`src/rtl/wsdf_pkg.sv`:
```
`timescale 1ns / 1ps
// ----------------------------------------------------------------------------
// wsdf_pkg
// Shared types, codes and helpers of the WebSocket frame deframer.
// ----------------------------------------------------------------------------
package wsdf_pkg;

  // Configuration register map (APB, 64-bit registers at 8-byte spacing)
  localparam int unsigned CfgAddrW   = 4;
  localparam int unsigned CfgDataW   = 64;
  localparam logic        REG_MAXLEN = 1'b0;   // register index, paddr[3]

  localparam logic [63:0] MAXLEN_RESET = 64'hFFFF_FFFF_FFFF_FFFF;

  // Header bit fields
  localparam logic [7:0] HDR_FIN_BIT   = 8'h80;
  localparam logic [7:0] HDR_RSV1_BIT  = 8'h40;
  localparam logic [7:0] HDR_OPC_MASK  = 8'h0F;
  localparam logic [7:0] HDR_MASK_BIT  = 8'h80;
  localparam logic [7:0] HDR_LEN_MASK  = 8'h7F;
  localparam logic [6:0] LEN_EXT16     = 7'd126;
  localparam logic [6:0] LEN_EXT64     = 7'd127;

  // Opcodes
  localparam logic [3:0] OP_TEXT   = 4'h1;
  localparam logic [3:0] OP_BINARY = 4'h2;
  localparam logic [3:0] OP_CLOSE  = 4'h8;
  localparam logic [3:0] OP_PING   = 4'h9;
  localparam logic [3:0] OP_PONG   = 4'hA;

  // Message kinds as reported
  localparam logic [2:0] KIND_TEXT    = 3'd0;
  localparam logic [2:0] KIND_BINARY  = 3'd1;
  localparam logic [2:0] KIND_CLOSE   = 3'd2;
  localparam logic [2:0] KIND_PING    = 3'd3;
  localparam logic [2:0] KIND_PONG    = 3'd4;
  localparam logic [2:0] KIND_UNKNOWN = 3'd5;

  localparam logic [15:0] CLOSE_DEFAULT = 16'd1000;

  // Extension length byte counts, minus one, and the masking key byte count
  localparam logic [2:0] EXT16_LEFT = 3'd1;
  localparam logic [2:0] EXT64_LEFT = 3'd7;
  localparam logic [2:0] KEY_BYTES  = 3'd4;

  typedef enum logic [2:0] {
    PH_HDR0    = 3'd0,
    PH_HDR1    = 3'd1,
    PH_EXTLEN  = 3'd2,
    PH_KEY     = 3'd3,
    PH_PAYLOAD = 3'd4
  } phase_e;

  typedef struct packed {
    logic [7:0]  data_byte;
    logic        data_valid;
    logic        frame_end;
    logic        message_end;
    logic [2:0]  message_kind;
    logic        compressed;
    logic [15:0] close_status;
    logic        length_error;
  } wsdf_result_t;

  function automatic logic [2:0] kind_of(input logic [3:0] op);
    logic [2:0] k;
    case (op)
      OP_TEXT:   k = KIND_TEXT;
      OP_BINARY: k = KIND_BINARY;
      OP_CLOSE:  k = KIND_CLOSE;
      OP_PING:   k = KIND_PING;
      OP_PONG:   k = KIND_PONG;
      default:   k = KIND_UNKNOWN;
    endcase
    return k;
  endfunction

endpackage

```
`src/rtl/wsdf_cfg_regs.sv`:
```
`timescale 1ns / 1ps
// ----------------------------------------------------------------------------
// wsdf_cfg_regs
// APB register file holding the maximum frame payload length.
// ----------------------------------------------------------------------------
module wsdf_cfg_regs import wsdf_pkg::*; (
  input  logic                clk_i,
  input  logic                rst_ni,
  input  logic                psel,
  input  logic                penable,
  input  logic                pwrite,
  input  logic [CfgAddrW-1:0] paddr,
  input  logic [CfgDataW-1:0] pwdata,
  output logic [CfgDataW-1:0] prdata,
  output logic                pready,
  output logic [63:0]         max_len_o
);

  logic [63:0] max_len_q;
  logic        wr_hit;

  assign pready = 1'b1;
  assign wr_hit = psel & penable & pwrite & (paddr[3] == REG_MAXLEN);

  always_ff @(posedge clk_i or negedge rst_ni) begin
    if (!rst_ni) begin
      max_len_q <= MAXLEN_RESET;
    end else if (wr_hit) begin
      max_len_q <= pwdata;
    end
  end

  // Low address bits are ignored; anything past the register reads zero
  assign prdata    = (paddr[3] == REG_MAXLEN) ? max_len_q : '0;
  assign max_len_o = max_len_q;

endmodule

```
`src/rtl/wsdf_parser.sv`:
```
`timescale 1ns / 1ps
// ----------------------------------------------------------------------------
// wsdf_parser
// Header parse, payload unmask and message tracking, one byte per accept.
// ----------------------------------------------------------------------------
module wsdf_parser import wsdf_pkg::*; (
  input  logic         clk_i,
  input  logic         rst_ni,
  input  logic         fire_i,
  input  logic [7:0]   rx_byte_i,
  input  logic [63:0]  max_len_i,
  output logic         res_valid_o,
  output wsdf_result_t res_o
);

  phase_e      phase_q, phase_d;
  logic [2:0]  len_left_q, len_left_d;
  logic [2:0]  key_left_q, key_left_d;
  logic [63:0] remain_q, remain_d;
  logic [31:0] key_q, key_d;
  logic        masked_q, masked_d;
  logic [1:0]  pos_q, pos_d;
  logic        final_q, final_d;
  logic        in_msg_q, in_msg_d;
  logic [3:0]  first_op_q, first_op_d;
  logic        first_comp_q, first_comp_d;
  logic [1:0]  mcount_q, mcount_d;
  logic [15:0] status_q, status_d;

  logic [6:0]  len7;
  logic        is_ext;
  logic [63:0] ext_len;
  logic [2:0]  key_left_dec;
  logic        hdr_done;
  logic [63:0] len_c;
  logic        too_big;
  logic        len_zero;
  logic [7:0]  key_byte;
  logic [7:0]  plain;
  logic [63:0] remain_dec;
  logic        last_byte;

  assign len7         = rx_byte_i[6:0] & HDR_LEN_MASK[6:0];
  assign is_ext       = (len7 == LEN_EXT16) || (len7 == LEN_EXT64);
  assign ext_len      = {remain_q[55:0], rx_byte_i};
  assign key_left_dec = key_left_q - 3'd1;

  // Header completes on the last length byte (unmasked) or last key byte
  always_comb begin
    hdr_done = 1'b0;
    len_c    = remain_q;
    case (phase_q)
      PH_HDR1: begin
        hdr_done = !is_ext && ((rx_byte_i & HDR_MASK_BIT) == 8'h00);
        len_c    = {57'd0, len7};
      end
      PH_EXTLEN: begin
        hdr_done = (len_left_q == 3'd0) && !masked_q;
        len_c    = ext_len;
      end
      PH_KEY: begin
        hdr_done = (key_left_dec == 3'd0);
        len_c    = remain_q;
      end
      default: begin
        hdr_done = 1'b0;
        len_c    = remain_q;
      end
    endcase
  end

  assign too_big    = len_c > max_len_i;
  assign len_zero   = (len_c == 64'd0);
  // key byte 0 sits in bits 31..24, so the offset is (3 - pos) * 8
  assign key_byte   = key_q[{~pos_q, 3'b000} +: 8];
  assign plain      = rx_byte_i ^ key_byte;
  assign remain_dec = remain_q - 64'd1;
  assign last_byte  = (remain_dec == 64'd0);

  // Next phase
  always_comb begin
    phase_d = phase_q;
    if (hdr_done) begin
      phase_d = (too_big || len_zero) ? PH_HDR0 : PH_PAYLOAD;
    end else begin
      case (phase_q)
        PH_HDR1: begin
          phase_d = is_ext ? PH_EXTLEN : PH_KEY;
        end
        PH_EXTLEN: begin
          phase_d = (len_left_q == 3'd0) ? PH_KEY : PH_EXTLEN;
        end
        PH_KEY:     phase_d = PH_KEY;
        PH_PAYLOAD: phase_d = last_byte ? PH_HDR0 : PH_PAYLOAD;
        default:    phase_d = PH_HDR1;
      endcase
    end
  end

  // Datapath and result
  always_comb begin
    len_left_d   = len_left_q;
    key_left_d   = key_left_q;
    remain_d     = remain_q;
    key_d        = key_q;
    masked_d     = masked_q;
    pos_d        = pos_q;
    final_d      = final_q;
    in_msg_d     = in_msg_q;
    first_op_d   = first_op_q;
    first_comp_d = first_comp_q;
    mcount_d     = mcount_q;
    status_d     = status_q;
    res_valid_o  = 1'b0;
    res_o        = '0;

    case (phase_q)
      PH_HDR1: begin
        masked_d = (rx_byte_i & HDR_MASK_BIT) != 8'h00;
        key_d    = '0;
        pos_d    = '0;
        if (is_ext) begin
          remain_d   = '0;
          len_left_d = (len7 == LEN_EXT16) ? EXT16_LEFT : EXT64_LEFT;
        end else begin
          remain_d = len_c;
          if (masked_d) key_left_d = KEY_BYTES;
        end
      end
      PH_EXTLEN: begin
        remain_d = ext_len;
        if (len_left_q == 3'd0) begin
          if (masked_q) key_left_d = KEY_BYTES;
        end else begin
          len_left_d = len_left_q - 3'd1;
        end
      end
      PH_KEY: begin
        key_d      = {key_q[23:0], rx_byte_i};
        key_left_d = key_left_dec;
      end
      PH_PAYLOAD: begin
        pos_d    = pos_q + 2'd1;
        remain_d = remain_dec;
        if (mcount_q == 2'd0) begin
          status_d = {plain, 8'h00};
          mcount_d = 2'd1;
        end else if (mcount_q == 2'd1) begin
          status_d = {status_q[15:8], plain};
          mcount_d = 2'd2;
        end
        res_valid_o       = 1'b1;
        res_o.data_byte   = plain;
        res_o.data_valid  = 1'b1;
        res_o.frame_end   = last_byte;
        res_o.message_end = last_byte & final_q;
      end
      default: begin
        final_d = (rx_byte_i & HDR_FIN_BIT) != 8'h00;
        if (!in_msg_q) begin
          in_msg_d     = 1'b1;
          first_op_d   = rx_byte_i[3:0] & HDR_OPC_MASK[3:0];
          first_comp_d = (rx_byte_i & HDR_RSV1_BIT) != 8'h00;
          mcount_d     = '0;
          status_d     = CLOSE_DEFAULT;
        end
      end
    endcase

    if (hdr_done && (too_big || len_zero)) begin
      res_valid_o        = 1'b1;
      res_o.frame_end    = 1'b1;
      res_o.message_end  = too_big ? 1'b1 : final_q;
      res_o.length_error = too_big;
    end

    res_o.message_kind = kind_of(first_op_q);
    res_o.compressed   = first_comp_q;
    if (res_valid_o && res_o.message_end) begin
      in_msg_d = 1'b0;
      if (res_o.message_kind == KIND_CLOSE) begin
        res_o.close_status = (mcount_d == 2'd2) ? status_d : CLOSE_DEFAULT;
      end
    end
  end

  always_ff @(posedge clk_i or negedge rst_ni) begin
    if (!rst_ni) begin
      phase_q      <= PH_HDR0;
      len_left_q   <= '0;
      key_left_q   <= '0;
      remain_q     <= '0;
      key_q        <= '0;
      masked_q     <= 1'b0;
      pos_q        <= '0;
      final_q      <= 1'b0;
      in_msg_q     <= 1'b0;
      first_op_q   <= '0;
      first_comp_q <= 1'b0;
      mcount_q     <= '0;
      status_q     <= CLOSE_DEFAULT;
    end else if (fire_i) begin
      phase_q      <= phase_d;
      len_left_q   <= len_left_d;
      key_left_q   <= key_left_d;
      remain_q     <= remain_d;
      key_q        <= key_d;
      masked_q     <= masked_d;
      pos_q        <= pos_d;
      final_q      <= final_d;
      in_msg_q     <= in_msg_d;
      first_op_q   <= first_op_d;
      first_comp_q <= first_comp_d;
      mcount_q     <= mcount_d;
      status_q     <= status_d;
    end
  end

  // Key bytes are only collected for masked frames
  a_key_masked: assert property (@(posedge clk_i) disable iff (!rst_ni)
    (phase_q == PH_KEY) |-> masked_q)
    else $error("key phase on an unmasked frame");

  // Payload phase is never entered with nothing left to send
  a_payload_nonzero: assert property (@(posedge clk_i) disable iff (!rst_ni)
    (phase_q == PH_PAYLOAD) |-> (remain_q != 64'd0))
    else $error("payload phase with zero bytes remaining");

  // A frame end always returns the parser to header parsing
  a_fend_hdr0: assert property (@(posedge clk_i) disable iff (!rst_ni)
    (fire_i && res_valid_o && res_o.frame_end) |=> (phase_q == PH_HDR0))
    else $error("frame end did not return to header parse");

  // An error result closes the message
  a_err_closes: assert property (@(posedge clk_i) disable iff (!rst_ni)
    (fire_i && res_valid_o && res_o.length_error) |=> !in_msg_q)
    else $error("length error left the message open");

endmodule

```
`src/rtl/websocket_frame_deframer_unit.sv`:
```
`timescale 1ns / 1ps
// ----------------------------------------------------------------------------
// websocket_frame_deframer_unit
// WebSocket frame deframer: header parse, unmask, message and close status.
// ----------------------------------------------------------------------------
// One received byte is taken per clock whenever the result register is empty
// or being drained in the same cycle, so the sustained rate is one byte per
// cycle. Each byte is decoded in the cycle it is accepted and its result, if
// any, appears on the output register the next cycle;
// header bytes and key bytes produce no result except when a header completes
// with a zero length or a length above max_payload_length (APB register 0,
// byte address 0, reset all ones). Configure only while the block is idle.
module websocket_frame_deframer_unit import wsdf_pkg::*; (
  input  logic                clk_i,
  input  logic                rst_ni,
  // APB configuration
  input  logic                psel,
  input  logic                penable,
  input  logic                pwrite,
  input  logic [CfgAddrW-1:0] paddr,
  input  logic [CfgDataW-1:0] pwdata,
  output logic [CfgDataW-1:0] prdata,
  output logic                pready,
  // Received bytes
  input  logic                rx_valid_i,
  output logic                rx_ready_o,
  input  logic [7:0]          rx_byte_i,
  // Results
  output logic                out_valid_o,
  input  logic                out_ready_i,
  output logic [7:0]          data_byte_o,
  output logic                data_valid_o,
  output logic                frame_end_o,
  output logic                message_end_o,
  output logic [2:0]          message_kind_o,
  output logic                compressed_o,
  output logic [15:0]         close_status_o,
  output logic                length_error_o
);

  logic         fire;
  logic [63:0]  max_len;
  logic         res_valid;
  wsdf_result_t res;
  logic         out_valid_q;
  wsdf_result_t out_q;

  wsdf_cfg_regs u_cfg (
    .clk_i     (clk_i),
    .rst_ni    (rst_ni),
    .psel      (psel),
    .penable   (penable),
    .pwrite    (pwrite),
    .paddr     (paddr),
    .pwdata    (pwdata),
    .prdata    (prdata),
    .pready    (pready),
    .max_len_o (max_len)
  );

  assign rx_ready_o = !out_valid_q || out_ready_i;
  assign fire       = rx_valid_i && rx_ready_o;

  wsdf_parser u_parser (
    .clk_i       (clk_i),
    .rst_ni      (rst_ni),
    .fire_i      (fire),
    .rx_byte_i   (rx_byte_i),
    .max_len_i   (max_len),
    .res_valid_o (res_valid),
    .res_o       (res)
  );

  always_ff @(posedge clk_i or negedge rst_ni) begin
    if (!rst_ni) begin
      out_valid_q <= 1'b0;
    end else if (fire && res_valid) begin
      out_valid_q <= 1'b1;
    end else if (out_ready_i) begin
      out_valid_q <= 1'b0;
    end
  end

  // Load the result word only when a new one is produced
  always_ff @(posedge clk_i) begin
    if (fire && res_valid) begin
      out_q <= res;
    end
  end

  assign out_valid_o    = out_valid_q;
  assign data_byte_o    = out_q.data_byte;
  assign data_valid_o   = out_q.data_valid;
  assign frame_end_o    = out_q.frame_end;
  assign message_end_o  = out_q.message_end;
  assign message_kind_o = out_q.message_kind;
  assign compressed_o   = out_q.compressed;
  assign close_status_o = out_q.close_status;
  assign length_error_o = out_q.length_error;

endmodule

```
`config.mk`:
```
export PLATFORM = sky130hd
export DESIGN_NAME = websocket_frame_deframer_unit
export DESIGN_NICKNAME = d
export VERILOG_FILES = /design/src/rtl/wsdf_pkg.sv /design/src/rtl/wsdf_cfg_regs.sv /design/src/rtl/wsdf_parser.sv /design/src/rtl/websocket_frame_deframer_unit.sv
export SDC_FILE = /design/constraint.sdc
export NUM_CORES = 1
export LEC_CHECK = 0
export BUFFER_PORTS_ARGS = -buffer_cell sky130_fd_sc_hd__buf_2
export CORE_UTILIZATION = 50
export CTS_CLUSTER_DIAMETER = 40
export CTS_CLUSTER_SIZE = 28
export DETAILED_ROUTE_END_ITERATION = 6
export MAX_ROUTING_LAYER = met4
export PLACE_DENSITY = 0.8
export SLEW_MARGIN = 20
export SYNTH_ARGS = -nofsm -noshare
export SYNTH_HDL_FRONTEND = slang
export SYNTH_SLANG_ARGS = --single-unit
```
`constraint.sdc`:
```
create_clock -name clk_i -period 6.6 [get_ports clk_i]
set_input_delay 0.66 -clock clk_i [delete_from_list [all_inputs] [get_ports clk_i]]
set_output_delay 0.66 -clock clk_i [all_outputs]
set_load 0.05 [all_outputs]
```
==> metrics.cfg, run 1 <==
[die]
rows=65
die_x_um=181
fp.dieH_um=181
fp.dieArea_um2=32700
initial_utilization_pct=50.8
io_pins=182
core_area_um2=31500

[routing]
first_pass_iters=6
num_vias=15300
routed_via_density=6.47
wl_met3_um=5370
met2_length_um=22600
drtIter0Drc=1959
top_layer_used=met4
drc_errors=0
drt-wirelength-per-cell_um=21.6
wl_met1_um=20900
wirelength_um=51300
ant_nets=0

[yosys]
syn_area_um2=16000
synth_edf_count=32
ys_types=82
seq_area_frac_synth_pct=37.5
synthCells=1857
yosys_warnings=0
synthFlopType=dfrtp_1
syn_nets=2012
synth.avg_cell_area_um2=8.61
ys_ff_latch=230
synthArstFlopShare_pct=86.1

[cells_and_area]
final_cells=2368
drive_gt1_share_pct=23.8
design_area_um2=18200
num_antenna_cells=0
post-route-util_pct=57.9
final_nets=2089
area_delta_synth_final_pct=14.1

[global_route]
grt_pass1_wl_um=81200
grt_pass1_vias=14500
gr-total-overflow=0
grt_max_degree=85
grt_usage_pct=32.0
antenna_found_initial=0

[critical_path]
start_kind=flip-flop
cp.arrival_ns=5.57
end_kind=flip-flop
rrSetupSlack_ns=1.24
crit_fanout=52
path_class=reg -> reg
cp.required_ns=6.82

[sta]
finalSetupViolCount=0
slew_headroom_pct=27.3
tns_ns=0
slew_violations=0
skew_ns=0.0182
fin_crit_sh_pct=81.2
worstMarginPinSlew_ns=1.09
max_freq_mhz=187
finalHoldViolations=0
timing.final.crit_period_ns=5.36
rsz0062_at_grt=no

[placed_design]
gp_congestion=0.996
hpwl_um=35400
place_area_um2=16900
io_buffers=177
dp.cells=2294

[status]
status=complete, no violations

[clock_network]
cts_tree=built
cts-buffers-inserted=40
clockBufferDepth=3
ctsResizeCount=0
clk_latency_ns=0.53
clk_pin_slew_ns=0.05
postCtsSetupRepairBufs=0
root_buffer=clkbuf_16
postCtsHoldBufs=0
clock_sinks=230
htree_levels=2

[min_path]
holdCritPathClass=in -> async

[power_and_ir_drop]
leakagePower_nw=7.77
irDropWorstVdd_v=0.000235
power.density_nw_per_um2=306

[run]
drv_cap=0

[per-layer routing]
| metal | vias up | track usage [%] |
|---|---|---|
| li1 | 6891 | - |
| met1 | 7289 | 42.8 |
| met2 | 924 | 47.0 |
| met3 | 210 | 6.13 |
| met4 | 0 | 14.6 |
| met5 | - | - |
[area by class of cell]
| type | instances | area [µm²] |
|---|---|---|
| multi-input combinational | 1344 | 8870 |
| fill | 2731 | 13200 |
| clock buffer | 54 | 1150 |
| timing repair buffer | 205 | 1110 |
| sequential | 230 | 6000 |
| clock inverter | 20 | 180 |
| tap | 402 | 503 |
| inverter | 113 | 424 |
[cell usage after synthesis, types with 14 or more instances]
cell type  instances  area [µm²]
dfrtp_1          128        3200
or4_1             22         165
buf_1             16        60.1
a22o_1            49         429
clkbuf_1         132         495
nand2_1          232         871
or3_1             16         100
edfxtp_1          32         961
a21o_1            32         240
nor3_1            42         210
ha_1              72         901
mux2_2            78         878
xnor2_1           27         236
inv_1            110         413
nor4_1            40         250
nand4_1           23         144
nand2b_1          15        93.8
nand3_1           26         130
a22oi_1           30         225
a21oi_1           97         485
o22ai_1           29         181
nor2_1           130         488
dfstp_2           70        1840
o21ai_0          171         856
buf_2             14        70.1
a211oi_1          16         120
[cell usage in the layout (no fill, tap or decap), types with 30 or more instances in the layout]
master     synthesis  layout
a21o_1            32      32
a21oi_1           97      96
a22o_1            49      49
a22oi_1           30      30
buf_2             14     175
clkbuf_16          0      43
dfrtp_1          128     128
dfstp_2           70      70
edfxtp_1          32      32
ha_1              72      72
inv_1            110     110
mux2_2            78      78
nand2_1          232     231
nor2_1           130     129
nor3_1            42      42
nor4_1            40      40
o21ai_0          171     171
[registers in the layout (all words and copies together), names as in the netlist, 2 cells and up]
signal               cells
u_parser.pos_q           2
close_status_o          16
u_parser.key_q          32
data_byte_o              8
u_parser.len_left_q      3
u_parser.status_q       16
u_parser.first_op_q      4
u_parser.mcount_q        2
u_parser.remain_q       64
u_parser.phase_q         3
u_cfg.max_len_o         64
message_kind_o           3
u_parser.key_left_q      3
[critical path, stage by stage (launching register included)]
cell      delay [ns]
dfrtp_1         0.63
buf_4           0.54
nand2b_1        0.17
a21oi_1         0.08
a21oi_1         0.28
inv_1           0.10
ha_1            0.33
nand4_1         0.09
or4_1           0.42
or4_1           0.60
nand3b_1        0.41
a311o_1         0.49
a31oi_1         0.18
buf_4           0.18
nor3_1          0.08
nor2_2          0.15
buf_4           0.27
[power by group]
part	internal, W	switching, W
Clock	0.00128	0.000750
Combinational	0.000556	0.000995
Sequential	0.00172	0.000291
[cell families after synthesis]
| group | synth area share (%) |
|---|---|
| fa+ha+maj | 5.63 |
| simple gates | 19.1 |
| xor+xnor | 1.70 |
| other cells | 0.0235 |
| flops | 37.5 |
| mux | 6.68 |
| buf+inv | 7.14 |
| compound gates | 22.1 |
[per-stage QoR]
step	hold slack [ns]	setup WS (ns)	total power [W]
2_1_floorplan	0.364	0.465	0.00309
3_3_place_gp	0.431	1.43	0.00346
3_5_place_dp	0.431	1.35	0.00353
4_1_cts	0.209	1.36	0.00557
5_1_grt	0.222	1.02	0.00584
6_report	0.170	1.24	0.00558
[path summary, 6_finish.rpt]
path,depth (start not counted),endpoint,startpoint
hold reg to reg,0,compressed_o,u_parser.first_comp_q
setup / recovery,16,close_status_o[10],u_parser.phase_q[1]
setup reg to reg,16,close_status_o[10],u_parser.phase_q[1]
min in group clk_i,2,u_cfg.max_len_o[33],pwdata[33]
max in group asynchronous,2,u_parser.remain_q[59],rst_ni
hold / removal,1,u_parser.status_q[12],rst_ni
Power figures use the tool's default switching activity.
==> run 2: changes to the inputs <==
--- a/config.mk
+++ b/config.mk
@@ -5,6 +5,7 @@
 export SDC_FILE = /design/constraint.sdc
 export NUM_CORES = 1
 export LEC_CHECK = 0
+export ABC_AREA = 1
 export BUFFER_PORTS_ARGS = -buffer_cell sky130_fd_sc_hd__buf_2
 export CORE_UTILIZATION = 50
 export CTS_CLUSTER_DIAMETER = 40
==> constraint.sdc (replaced) <==
create_clock -name clk_i -period 4.5 [get_ports clk_i]
set_input_delay 0.45 -clock clk_i [delete_from_list [all_inputs] [get_ports clk_i]]
set_output_delay 0.45 -clock clk_i [all_outputs]
set_load 0.05 [all_outputs]
==> run 2 against run 1 <==
Against the previous run:
- non-clock buffer count shrank 1
- total power grew 150%
- critical path depth grew 6
==> metrics.cfg, run 2 <==
[clock_network]
postCtsSetupRepairBufs=0  ; unchanged
clock_sinks=230  ; unchanged
clk_latency_ns=0.53  ; about the same
htree_levels=2  ; unchanged
cts-buffers-inserted=38  ; was 40
cts_tree=built  ; unchanged
clockBufferDepth=3  ; unchanged
root_buffer=clkbuf_16  ; unchanged
clk_pin_slew_ns=0.06  ; was 0.05 ns

[routing]
met2_length_um=21900  ; was 22600 µm
wirelength_um=48900  ; was 51300 µm
top_layer_used=met4  ; unchanged
drtIter0Drc=1454  ; was 1959
wl_met3_um=4350  ; was 5370 µm
drc_errors=0  ; unchanged
drt-wirelength-per-cell_um=17.7  ; was 21.6 µm
num_vias=15700  ; was 15300
first_pass_iters=7  ; was 6
routed_via_density=5.69  ; was 6.47
wl_met1_um=20900  ; about the same
ant_nets=0  ; unchanged

[sta]
timing.final.crit_period_ns=4.22  ; was 5.36 ns
tns_ns=0  ; unchanged
slew_headroom_pct=35.1  ; was 27.3%
rsz0062_at_grt=no  ; unchanged
worstMarginPinSlew_ns=0.972  ; was 1.09 ns
finalHoldViolations=0  ; unchanged
fin_crit_sh_pct=93.8  ; was 81.2%
skew_ns=0.0185  ; was 0.0182 ns
max_freq_mhz=237  ; was 187 MHz
slew_violations=0  ; unchanged
final.hold.worst_slack_ns=0.158  ; was 0.170 ns
finalSetupViolCount=0  ; unchanged

[power_and_ir_drop]
power_frac_seq_pct=26.5  ; was 35.9%
p_clk_share_pct=21.4  ; was 36.3%
power.density_nw_per_um2=762  ; was 306 nW/µm²
intPower_w=0.00684  ; was 0.00355 W
switching_share_pct=50.2  ; was 36.5%
pwr-share-comb_pct=52.1  ; was 27.8%
irDropWorstVdd_v=0.000347  ; was 0.000235 V
leakagePower_nw=8.49  ; was 7.77 nW
p_switching_w=0.00689  ; was 0.00204 W

[global_route]
antenna_found_initial=0  ; unchanged
gr-total-overflow=0  ; unchanged
grt_usage_pct=32.0  ; about the same
grt_pass1_wl_um=76300  ; was 81200 µm
grt_max_degree=129  ; was 85
grt_pass1_vias=14400  ; was 14500

[yosys]
ys_top_cells_by_count=468 x nand2_1, 429 x nor2_1, 240 x inv_1  ; was 232 x nand2_1, 171 x o21ai_0, 132 x clkbuf_1
synthFlopType=dfrtp_1  ; unchanged
synth.avg_cell_area_um2=7.05  ; was 8.61 µm²
synthArstFlopShare_pct=86.1  ; unchanged
yosysMostFrequentCell=nand2_1  ; unchanged
seq_area_frac_synth_pct=39.1  ; was 37.5%
syn_nets=2336  ; was 2012
ys_ff_latch=230  ; unchanged
yosys_warnings=0  ; unchanged
syn_area_um2=15400  ; was 16000 µm²
netlist_top_cells_area=dfrtp_1 21%, dfstp_2 12%, nand2_1 11%, nor2_1 10%, edfxtp_1 6.3%  ; was dfrtp_1 20%, dfstp_2 12%, edfxtp_1 6.0%, ha_1 5.6%, mux2_2 5.5%
synth_top_cell_by_area=dfrtp_1  ; unchanged
ys_types=50  ; was 82
synthCells=2181  ; was 1857
synth_edf_count=32  ; unchanged
synth_top_area_share_pct=20.8  ; was 20.0%

[die]
die_x_um=177  ; was 181 µm
fp.dieArea_um2=31400  ; was 32700 µm²
io_pins=182  ; unchanged
core_area_um2=30000  ; was 31500 µm²
initial_utilization_pct=51.3  ; was 50.8%
rows=63  ; was 65
fp.dieH_um=177  ; was 181 µm

[cells_and_area]
mostFrequentLayoutCell=nand2_1  ; unchanged
final_cells=2762  ; was 2368
area_delta_synth_final_pct=17.3  ; was 14.1%
num_antenna_cells=0  ; unchanged
final_cell_mix=468 x nand2_1, 428 x nor2_1, 240 x inv_1  ; was 231 x nand2_1, 175 x buf_2, 171 x o21ai_0
fill_cells=2736  ; was 2731
final_nets=2498  ; was 2089
drive_gt1_share_pct=16.5  ; was 23.8%
post-route-util_pct=60.2  ; was 57.9%

[critical_path]
worst_path_largest_cell_delay_ns=0.39  ; was 0.63 ns
crit_chain=inv_4 > nor2_4 > nand2_4 > inv_2 > buf_4 > nand2_1 > o21ai_1 > ha_1 > nand2_1 > inv_1 > nand3_1 > or2_2 > o21ai_0 > nand3_1 > nand2_1 > nand2_1 > nand2_1 > nand2_1 > nand2_1 > nor2_1 > nor2_2 > buf_12  ; was buf_4 > nand2b_1 > a21oi_1 > a21oi_1 > inv_1 > ha_1 > nand4_1 > or4_1 > or4_1 > nand3b_1 > a311o_1 > a31oi_1 > buf_4 > nor3_1 > nor2_2 > buf_4
critPathTopFamily=simple AND/OR/NAND/NOR gates  ; unchanged
path_class=reg -> reg  ; unchanged
cp_common_cell=nand2_1  ; was buf_4
r2r-start=u_parser.phase_q[1]  ; unchanged
end_kind=flip-flop  ; unchanged
cp.arrival_ns=4.44  ; was 5.57 ns
crit_buf_inv=5  ; was 4
cp.required_ns=4.72  ; was 6.82 ns
start_kind=flip-flop  ; unchanged
cp_slowest_cell=dfrtp_1  ; unchanged
cp-startpoint=u_parser.phase_q[1]  ; unchanged
crit_fanout=32  ; was 52

[placed_design]
gp_congestion=1.03  ; was 0.996
dp.cells=2690  ; was 2294
io_buffers=177  ; unchanged
hpwl_um=36300  ; was 35400 µm

[min_path]
holdCritStartpoint=pwdata[53]
holdCritPathClass=in -> reg  ; was in -> async

[status]
status=complete, no violations  ; unchanged

[run]
drv_cap=0  ; unchanged

[run 2: changes by cell type after synthesis, moves of 32 or more]
| cell | previous run | this run |
|---|---|---|
| clkbuf_1 | 132 | 64 |
| nor4_1 | 40 | 4 |
| a22o_1 | 49 | 0 |
| mux2_2 | 78 | 0 |
| nand3_1 | 26 | 61 |
| a21o_1 | 32 | 0 |
| nand2_1 | 232 | 468 |
| a21oi_1 | 97 | 183 |
| inv_1 | 110 | 240 |
| nor2_1 | 130 | 429 |
[run 2: cells by family (layout without fill, tap and decap cells)]
logic type | count (synthesis) | count (layout) | synth area share, %
AO/OA/AOI/OAI | 464 | 464 | 16.7
AND/OR/NAND/NOR | 1037 | 1037 | 27.7
adder cells (fa/ha/maj) | 72 | 72 | 5.86
flip-flops | 230 | 230 | 39.1
other | 1 | 1 | 0.0244
buffers and inverters | 338 | 529 | 8.51
XOR/XNOR | 39 | 39 | 2.22
[run 2: path summary, 6_finish.rpt]
path | to | slack (ns) | cells past startpoint
hold / removal | u_cfg.max_len_o[53] | 0.16 | 3
setup / recovery | data_byte_o[5] | 0.28 | 22
hold reg to reg | compressed_o | 0.49 | 0
min in group asynchronous | u_parser.key_q[28] | 0.39 | 2
max in group asynchronous | u_cfg.max_len_o[63] | 3.29 | 3
setup reg to reg | data_byte_o[5] | 0.28 | 22
[run 2: metrics by stage]
step | total power, W | worst slack, ns | cell area (µm²)
after detailed placement | 0.0106 | 0.320 | 16700
after CTS | 0.0136 | 0.297 | 18000
after global placement | 0.0103 | 0.404 | 16700
after floorplan | 0.00845 | 0.166 | 15400
final | 0.0137 | 0.281 | 18000
after global routing | 0.0147 | 0.0386 | 18000
[run 2: per-layer routing]
metal  GRT usage (%)  vias to the layer above
met5               -                        -
met4            12.1                        0
met3            4.88                      120
met2            49.4                      827
met1            42.3                     7292
li1                -                     7466
[run 2: power by group through the flow]
stage	Sequential [W]	Combinational (W)	Clock (W)
final	0.00364	0.00715	0.00294
after global routing	0.00371	0.00789	0.00307
after CTS	0.00360	0.00701	0.00296
after detailed placement	0.00362	0.00695	0
after global placement	0.00360	0.00674	0
after floorplan	0.00348	0.00496	0
[run 2: cell type report]
class	instances	area (µm²)	share of cell area, %
clock buffer	43	1030	5.73
sequential	230	6000	33.3
inverter	256	963	5.34
tap	390	488	2.71
multi-input combinational	1613	8080	44.8
timing repair buffer	204	1180	6.56
clock inverter	26	273	1.51
[run 2: repair_timing]
action	CTS	global route
gates resized for setup	0	1
setup endpoints to repair	0	34
endpoints found under the hold margin	0	30
hold buffers	0	1
[run 2: worst reg2reg max path: cells and delay by family, from the launching register on]
kind / cells / cell delay [ns]
AO/OA/AOI/OAI: 2 / 0.49
buffers and inverters: 5 / 1.06
adder cells (fa/ha/maj): 1 / 0.19
AND/OR/NAND/NOR: 14 / 1.79
flip-flops: 1 / 0.39
